**config.mk**
```make
export PLATFORM = sky130hd
export DESIGN_NAME = graphics_command_word_deframer_flat
export DESIGN_NICKNAME = d
export VERILOG_FILES = /design/src/hdl/gcwd_pkg.sv /design/src/hdl/gcwd_if.sv /design/src/hdl/gcwd_ram.sv /design/src/hdl/gcwd_ctrl.sv /design/src/hdl/gcwd_dpath.sv /design/src/hdl/graphics_command_word_deframer.sv /design/src/flat_wrapper.sv
export SDC_FILE = /design/constraint.sdc
export NUM_CORES = 2
export LEC_CHECK = 0
export BUFFER_PORTS_ARGS = -buffer_cell sky130_fd_sc_hd__buf_4
export CORE_ASPECT_RATIO = 0.8
export CORE_MARGIN = 4
export CORE_UTILIZATION = 50
export DETAILED_ROUTE_END_ITERATION = 8
export PLACE_DENSITY = 0.7
export SKIP_CTS_REPAIR_TIMING = 1
export SLEW_MARGIN = 25
export SYNTH_ARGS = -nofsm -noshare
export SYNTH_HDL_FRONTEND = slang
export SYNTH_SLANG_ARGS = --single-unit
```
**constraint.sdc**
```tcl
create_clock -name clk -period 4.8 [get_ports clk]
set_input_delay 0 -clock clk [delete_from_list [all_inputs] [get_ports clk]]
set_output_delay 0 -clock clk [all_outputs]
set_load 0.02 [all_outputs]
```
**src/hdl/gcwd_pkg.sv**
```systemverilog
package gcwd_pkg;

  localparam int WORD_W  = 32;
  localparam int OP_W    = 6;
  localparam int IDX_W   = 6;
  localparam int OP_LSB  = 24;
  localparam int MAX_LEN = (32 + 64 + 64 + 16) / 4;

  localparam logic [OP_W-1:0] OP_MASK = 6'h3f;

  // triangle variants
  localparam logic [OP_W-1:0] OP_TRI           = 6'h08;
  localparam logic [OP_W-1:0] OP_TRI_Z         = 6'h09;
  localparam logic [OP_W-1:0] OP_TRI_TEX       = 6'h0a;
  localparam logic [OP_W-1:0] OP_TRI_TEX_Z     = 6'h0b;
  localparam logic [OP_W-1:0] OP_TRI_SHADE     = 6'h0c;
  localparam logic [OP_W-1:0] OP_TRI_SHADE_Z   = 6'h0d;
  localparam logic [OP_W-1:0] OP_TRI_SHADE_TEX = 6'h0e;
  localparam logic [OP_W-1:0] OP_TRI_SHADE_TXZ = 6'h0f;
  // texture rectangles
  localparam logic [OP_W-1:0] OP_TEX_RECT      = 6'h24;
  localparam logic [OP_W-1:0] OP_TEX_RECT_FLIP = 6'h25;

  typedef enum logic [1:0] {
    ST_FILL,
    ST_READ,
    ST_SEND
  } state_t;

  typedef struct packed {
    logic wr;   // store incoming word
    logic rd;   // read stored word at drain index
    logic adv;  // step drain index
    logic clr;  // command finished
  } cmd_t;

  typedef struct packed {
    logic fill_done;
    logic last;
  } status_t;

  function automatic logic [IDX_W-1:0] cmd_len(input logic [OP_W-1:0] op);
    logic [IDX_W-1:0] len;
    case (op)
      OP_TRI:           len = IDX_W'(32 / 4);
      OP_TRI_Z:         len = IDX_W'((32 + 16) / 4);
      OP_TRI_TEX:       len = IDX_W'((32 + 64) / 4);
      OP_TRI_TEX_Z:     len = IDX_W'((32 + 64 + 16) / 4);
      OP_TRI_SHADE:     len = IDX_W'((32 + 64) / 4);
      OP_TRI_SHADE_Z:   len = IDX_W'((32 + 64 + 16) / 4);
      OP_TRI_SHADE_TEX: len = IDX_W'((32 + 64 + 64) / 4);
      OP_TRI_SHADE_TXZ: len = IDX_W'((32 + 64 + 64 + 16) / 4);
      OP_TEX_RECT:      len = IDX_W'(4);
      OP_TEX_RECT_FLIP: len = IDX_W'(4);
      default:          len = IDX_W'(2);
    endcase
    return len;
  endfunction

endpackage

```
**src/hdl/gcwd_if.sv**
```systemverilog
interface gcwd_in_if;
  logic        valid;
  logic        ready;
  logic [31:0] cmd_word;

  modport source (output valid, output cmd_word, input ready);
  modport sink (input valid, input cmd_word, output ready);
endinterface

interface gcwd_out_if;
  logic        valid;
  logic        ready;
  logic [5:0]  opcode;
  logic [5:0]  word_index;
  logic [31:0] data_word;
  logic        last_word;

  modport source (output valid, output opcode, output word_index, output data_word,
                  output last_word, input ready);
  modport sink (input valid, input opcode, input word_index, input data_word,
                input last_word, output ready);
endinterface

```
**src/hdl/gcwd_ram.sv**
```systemverilog
module gcwd_ram #(
  parameter int WIDTH = 32,
  parameter int DEPTH = 64
) (
  input  logic                     clk,
  input  logic                     we,
  input  logic [$clog2(DEPTH)-1:0] waddr,
  input  logic [WIDTH-1:0]         wdata,
  input  logic                     re,
  input  logic [$clog2(DEPTH)-1:0] raddr,
  output logic [WIDTH-1:0]         rdata
);

  logic [WIDTH-1:0] mem [DEPTH];

  always_ff @(posedge clk) begin
    if (we) begin
      mem[waddr] <= wdata;
    end
    if (re) begin
      rdata <= mem[raddr];
    end
  end

endmodule

```
**src/hdl/gcwd_ctrl.sv**
```systemverilog
module gcwd_ctrl (
  input  logic             clk,
  input  logic             rst_n,
  input  logic             in_valid,
  output logic             in_ready,
  output logic             out_valid,
  input  logic             out_ready,
  input  gcwd_pkg::status_t st,
  output gcwd_pkg::cmd_t    cmd
);
  import gcwd_pkg::*;

  state_t state_r, state_nxt;

  always_ff @(posedge clk) begin
    if (!rst_n) begin
      state_r <= ST_FILL;
    end else begin
      state_r <= state_nxt;
    end
  end

  always_comb begin
    state_nxt = state_r;
    cmd       = '0;
    in_ready  = 1'b0;
    out_valid = 1'b0;
    case (state_r)
      ST_FILL: begin
        in_ready = 1'b1;
        if (in_valid) begin
          cmd.wr = 1'b1;
          if (st.fill_done) begin
            state_nxt = ST_READ;
          end
        end
      end
      ST_READ: begin
        cmd.rd    = 1'b1;
        state_nxt = ST_SEND;
      end
      ST_SEND: begin
        out_valid = 1'b1;
        if (out_ready) begin
          if (st.last) begin
            cmd.clr   = 1'b1;
            state_nxt = ST_FILL;
          end else begin
            cmd.adv   = 1'b1;
            state_nxt = ST_READ;
          end
        end
      end
      default: begin
        state_nxt = ST_FILL;
      end
    endcase
  end

  assert property (@(posedge clk) disable iff (!rst_n)
    (state_r == ST_READ) |=> (state_r == ST_SEND))
    else $error("read not followed by send");

  assert property (@(posedge clk) disable iff (!rst_n)
    (cmd.clr && state_r == ST_SEND) |=> (state_r == ST_FILL && in_ready))
    else $error("no return to fill after last word");

  assert property (@(posedge clk) disable iff (!rst_n)
    !(in_ready && out_valid))
    else $error("input open while a word is offered");

endmodule

```
**src/hdl/gcwd_dpath.sv**
```systemverilog
module gcwd_dpath #(
  parameter int STORE_DEPTH = 64
) (
  input  logic                          clk,
  input  logic                          rst_n,
  input  gcwd_pkg::cmd_t                cmd,
  output gcwd_pkg::status_t             st,
  input  logic [gcwd_pkg::WORD_W-1:0]   in_word,
  output logic [gcwd_pkg::OP_W-1:0]     opcode,
  output logic [gcwd_pkg::IDX_W-1:0]    word_index,
  output logic [gcwd_pkg::WORD_W-1:0]   data_word,
  output logic                          last_word
);
  import gcwd_pkg::*;

  localparam int AW = $clog2(STORE_DEPTH);

  logic [IDX_W-1:0] count_r, count_nxt;
  logic [IDX_W-1:0] idx_r, idx_nxt;
  logic [IDX_W-1:0] len_r;
  logic [OP_W-1:0]  op_r;
  logic [OP_W-1:0]  in_op;
  logic [IDX_W-1:0] len_cur;

  assign in_op   = in_word[OP_LSB +: OP_W] & OP_MASK;
  // the first word of a command sets its length
  assign len_cur = (count_r == '0) ? cmd_len(in_op) : len_r;

  assign st.fill_done = ({1'b0, count_r} + (IDX_W+1)'(1)) >= {1'b0, len_cur};
  assign st.last      = ({1'b0, idx_r} + (IDX_W+1)'(1)) == {1'b0, len_r};

  always_comb begin
    count_nxt = count_r;
    idx_nxt   = idx_r;
    if (cmd.wr) begin
      count_nxt = count_r + IDX_W'(1);
    end
    if (cmd.adv) begin
      idx_nxt = idx_r + IDX_W'(1);
    end
    if (cmd.clr) begin
      count_nxt = '0;
      idx_nxt   = '0;
    end
  end

  always_ff @(posedge clk) begin
    if (!rst_n) begin
      count_r <= '0;
      idx_r   <= '0;
    end else begin
      count_r <= count_nxt;
      idx_r   <= idx_nxt;
    end
  end

  always_ff @(posedge clk) begin
    if (cmd.wr && count_r == '0) begin
      op_r  <= in_op;
      len_r <= len_cur;
    end
  end

  gcwd_ram #(
    .WIDTH (WORD_W),
    .DEPTH (STORE_DEPTH)
  ) u_store (
    .clk   (clk),
    .we    (cmd.wr),
    .waddr (AW'(count_r)),
    .wdata (in_word),
    .re    (cmd.rd),
    .raddr (AW'(idx_r)),
    .rdata (data_word)
  );

  assign opcode     = op_r;
  assign word_index = idx_r;
  assign last_word  = st.last;

  assert property (@(posedge clk) disable iff (!rst_n)
    count_r <= IDX_W'(MAX_LEN))
    else $error("pending count beyond longest command");

  assert property (@(posedge clk) disable iff (!rst_n)
    (idx_r != '0) |-> (idx_r < len_r && count_r == len_r))
    else $error("drain index outside held command");

  assert property (@(posedge clk) disable iff (!rst_n)
    $onehot0({cmd.wr, cmd.rd, cmd.adv || cmd.clr}))
    else $error("fill and drain commands overlap");

endmodule

```
**src/hdl/graphics_command_word_deframer.sv**
```systemverilog
// channel   dir  handshake          payload
// in_ch     in   valid / ready      cmd_word[31:0]
// out_ch    out  valid / ready      opcode[5:0] word_index[5:0] data_word[31:0] last_word
//
// each input word is stored as it is accepted; a command of N words then drains
// with one store read and one output handshake per word
// the single-port read of the pending store sets the drain rate
// input is held off while a command drains; out_ch stalls hold the current word
// rst_n is synchronous; the pending count clears, store contents are not cleared
module graphics_command_word_deframer #(
  parameter int STORE_DEPTH = 64
) (
  input  logic       clk,
  input  logic       rst_n,
  gcwd_in_if.sink    in_ch,
  gcwd_out_if.source out_ch
);
  import gcwd_pkg::*;

  cmd_t    cmd;
  status_t st;

  gcwd_ctrl u_ctrl (
    .clk       (clk),
    .rst_n     (rst_n),
    .in_valid  (in_ch.valid),
    .in_ready  (in_ch.ready),
    .out_valid (out_ch.valid),
    .out_ready (out_ch.ready),
    .st        (st),
    .cmd       (cmd)
  );

  gcwd_dpath #(
    .STORE_DEPTH (STORE_DEPTH)
  ) u_dpath (
    .clk        (clk),
    .rst_n      (rst_n),
    .cmd        (cmd),
    .st         (st),
    .in_word    (in_ch.cmd_word),
    .opcode     (out_ch.opcode),
    .word_index (out_ch.word_index),
    .data_word  (out_ch.data_word),
    .last_word  (out_ch.last_word)
  );

endmodule
```
**src/flat_wrapper.sv**
```systemverilog
// flat-port wrapper written by rule: the top's interface ports become plain ports
module graphics_command_word_deframer_flat import gcwd_pkg::*;
#(
  parameter int STORE_DEPTH = 64
)
  (clk, rst_n, in_ch_valid, in_ch_cmd_word, in_ch_ready, out_ch_valid, out_ch_opcode, out_ch_word_index, out_ch_data_word, out_ch_last_word, out_ch_ready);
  gcwd_in_if in_ch_i ();
  gcwd_out_if out_ch_i ();
  input  logic clk;
  input  logic rst_n;
  input wire logic [$bits(in_ch_i.valid)-1:0] in_ch_valid;
  input wire logic [$bits(in_ch_i.cmd_word)-1:0] in_ch_cmd_word;
  output wire logic [$bits(in_ch_i.ready)-1:0] in_ch_ready;
  output wire logic [$bits(out_ch_i.valid)-1:0] out_ch_valid;
  output wire logic [$bits(out_ch_i.opcode)-1:0] out_ch_opcode;
  output wire logic [$bits(out_ch_i.word_index)-1:0] out_ch_word_index;
  output wire logic [$bits(out_ch_i.data_word)-1:0] out_ch_data_word;
  output wire logic [$bits(out_ch_i.last_word)-1:0] out_ch_last_word;
  input wire logic [$bits(out_ch_i.ready)-1:0] out_ch_ready;
  assign in_ch_i.valid = in_ch_valid;
  assign in_ch_i.cmd_word = in_ch_cmd_word;
  assign in_ch_ready = in_ch_i.ready;
  assign out_ch_valid = out_ch_i.valid;
  assign out_ch_opcode = out_ch_i.opcode;
  assign out_ch_word_index = out_ch_i.word_index;
  assign out_ch_data_word = out_ch_i.data_word;
  assign out_ch_last_word = out_ch_i.last_word;
  assign out_ch_i.ready = out_ch_ready;
  graphics_command_word_deframer #(.STORE_DEPTH(STORE_DEPTH)) u_core (.clk(clk), .rst_n(rst_n), .in_ch(in_ch_i), .out_ch(out_ch_i));
endmodule
```
==> results.cfg <==
[drt]
drt_iter0_markers = 4659
post_drt_wl_per_cell_microns = 32.1
via_per_inst = 6.37
first_pass_iters = 8
ant_nets = 0
num_vias = 37585
wirelength_microns = 189000
drc = 0

[setup_path]
crit_fanout = 40
start_kind = flip-flop
worstPathArrival_ns = 3.66
endpoint_kind = output pin
required_ns = 4.80
worstSetupPathType = reg -> out

[clock_tree]
cts_tree = built
clk_pin_slew_ns = 0.06
clockRootBuffer = clkbuf_16
cts.htree.levels = 4
cts_sinks = 2106
numCtsBuffers = 189
clkLatencyLatePin_ns = 0.84
cts_buffer_depth = 3

[floorplanning]
die_area_sq_mm = 0.167
die_h_microns = 367
die_w_microns = 456
ios = 83
core_sq_mm = 0.160
rows = 131
start_util_pct = 50.4

[worst_hold_path]
hold_path_class = in -> reg

[place]
port_buffers = 82
place_area_sq_mm = 0.0844
place_hpwl_microns = 108000
globalplace.congestion = 0.856

[job]
maxCapViolations = 0

[global_routing]
antenna_found_initial = 4
grt-ovfl-total = 0
grt_first_pass_wirelength_microns = 274000
first_global_vias = 37344
grt_max_degree = 85
track_usage_pct = 22.7

[synthesis]
yosysTopAreaCell = edfxtp_1
synth_cell_types = 46
netlist_instances = 3357
syn_avg_cell_area_sq_um = 24.0
synth-edff-count = 2092
synth_nets = 3402
yosysSeqAreaShare_pct = 78.5
synth_area_leaders = edfxtp_1 (78%), mux4_2 (17%), nor2_1 (0.57%)
synthesis.area_sq_mm = 0.0804
yosysWarnings = 0
synth_top_area_share_pct = 78.1
synth_flop_cell = edfxtp_1
async_reset_ff_share_pct = 0
synthTopCellsByCount = edfxtp_1 (2092), mux4_2 (601), nor2_1 (122)
ys_ff_latch = 2106
yosysMostFrequentCell = edfxtp_1

[pwr]
power_uw = 37100
p_leak_uw = 0.0271
p_per_area_mw_per_mm2 = 407
vdd_drop_max_uv = 417

[layout]
fin_nets = 3659
multi_input_area_sq_mm = 0.0168
area_delta_synth_final_pct = 13.1
drive_gt1_share_pct = 30.5
ff_latch_area_sq_mm = 0.0631
nFillCells = 11258
postLayoutCellArea_sq_mm = 0.0910
postLayoutCoreUtil_pct = 57.0

[timing]
period_minus_slack_ns = 3.66
worst_pin_slew_ns = 1.05
setup_violations = 0
rsz0062_at_grt = no
tns_ns = 0
hold_viol_final = 0
clock.fmax_mhz = 273
slew_headroom_pct = 29.9
post-route-period-util_pct = 76.2
finalMaxSlewViolations = 0
skew_ns = 0.0322

[status]
outcome = finished, final reports clean
==> power breakdown <==
part / total [uW] / switching (uW) / internal (uW)
combinational: 1500 / 920 / 577
clock: 15100 / 6670 / 8410
sequential: 20500 / 83.9 / 20400
==> cell usage in the layout (no fill, tap or decap), drive strengths merged, types with 5 or more instances in the layout <==
cell type / instances
xnor2: 8
a2111oi: 7
nor3: 16
ha: 9
clkinv: 75
buf: 210
o22ai: 49
dfxtp: 14
o221ai: 16
mux4: 601
or3: 5
o21ai: 16
bufinv: 20
a21oi: 39
clkinvlp: 6
clkbuf: 236
edfxtp: 2092
xor2: 10
nor4: 15
inv: 21
a211oi: 23
nand3: 11
mux2i: 26
nand2: 25
dlygate4sd3: 36
nand2b: 7
nor2: 122
nor2b: 27
==> per-stage QoR <==
stage / setup slack [ns] / hold WS [ns] / cells
global route: 0.954 / 0.114 / 5897
global placement: 1.45 / 0.321 / 5514
floorplan: 1.57 / 0.0989 / 3357
detailed placement: 1.46 / 0.323 / 5514
CTS: 1.08 / -0.577 / 5860
finish: 1.14 / 0.0764 / 5899
==> flip-flops by register name, indices dropped and copies added, names as in the netlist <==
register	count
u_core.u_dpath.len_r	6
u_core.u_dpath.opcode	6
u_core.u_ctrl.state_r	2
u_core.u_dpath.count_r	6
u_core.u_dpath.u_store.mem	2048
u_core.u_dpath.word_index	6
u_core.u_dpath.u_store.rdata	32
==> per-layer routing <==
layer	GRT usage (%)	vias to the layer above	share of wire, %
li1	-	14986	-
met1	34.0	20283	41
met2	34.0	1988	47
met3	4.38	328	8.9
met4	7.70	0	3.3
met5	0	-	0
==> critical path, stage by stage (launching register included) <==
cell and delay (ns):
dfxtp_2 0.37, buf_4 0.57, nand2b_1 0.78, mux2i_1 0.20, o2111ai_2 0.46, inv_1 0.22, buf_4 0.21
==> cells by family (layout without fill, tap and decap cells) <==
family / Yosys count / after routing / share of synthesized area [%]
flops: 2106 / 2106 / 78.5
mux: 627 / 627 / 17.2
simple gates: 245 / 245 / 1.43
buf+inv: 192 / 604 / 1.33
compound gates: 160 / 160 / 1.30
xor+xnor: 18 / 18 / 0.196
fa+ha+maj: 9 / 9 / 0.140
other cells: 0 / 2 / 0
==> final cells by class <==
class / count / share of cell area [%]
flip-flops and latches: 2106 / 69.4
diodes: 2 / 0.00550
well taps: 2128 / 2.93
clock buffers: 236 / 5.42
inverters: 12 / 0.0495
multi-input cells: 1059 / 18.4
clock inverters: 110 / 1.33
repair buffers: 246 / 2.47
==> worst paths after layout <==
path / from / to / slack (ns) / depth (start not counted)
max: u_core.u_dpath.word_index[5] / out_ch_last_word / 1.14 / 6
min: out_ch_ready / u_core.u_dpath.word_index[1] / 0.08 / 4
max reg2reg: u_core.u_dpath.word_index[5] / u_core.u_dpath.word_index[3] / 1.28 / 7
min reg2reg: u_core.u_dpath.count_r[1] / u_core.u_dpath.count_r[1] / 0.59 / 2
Note: power is estimated with default switching activity, not from simulation.
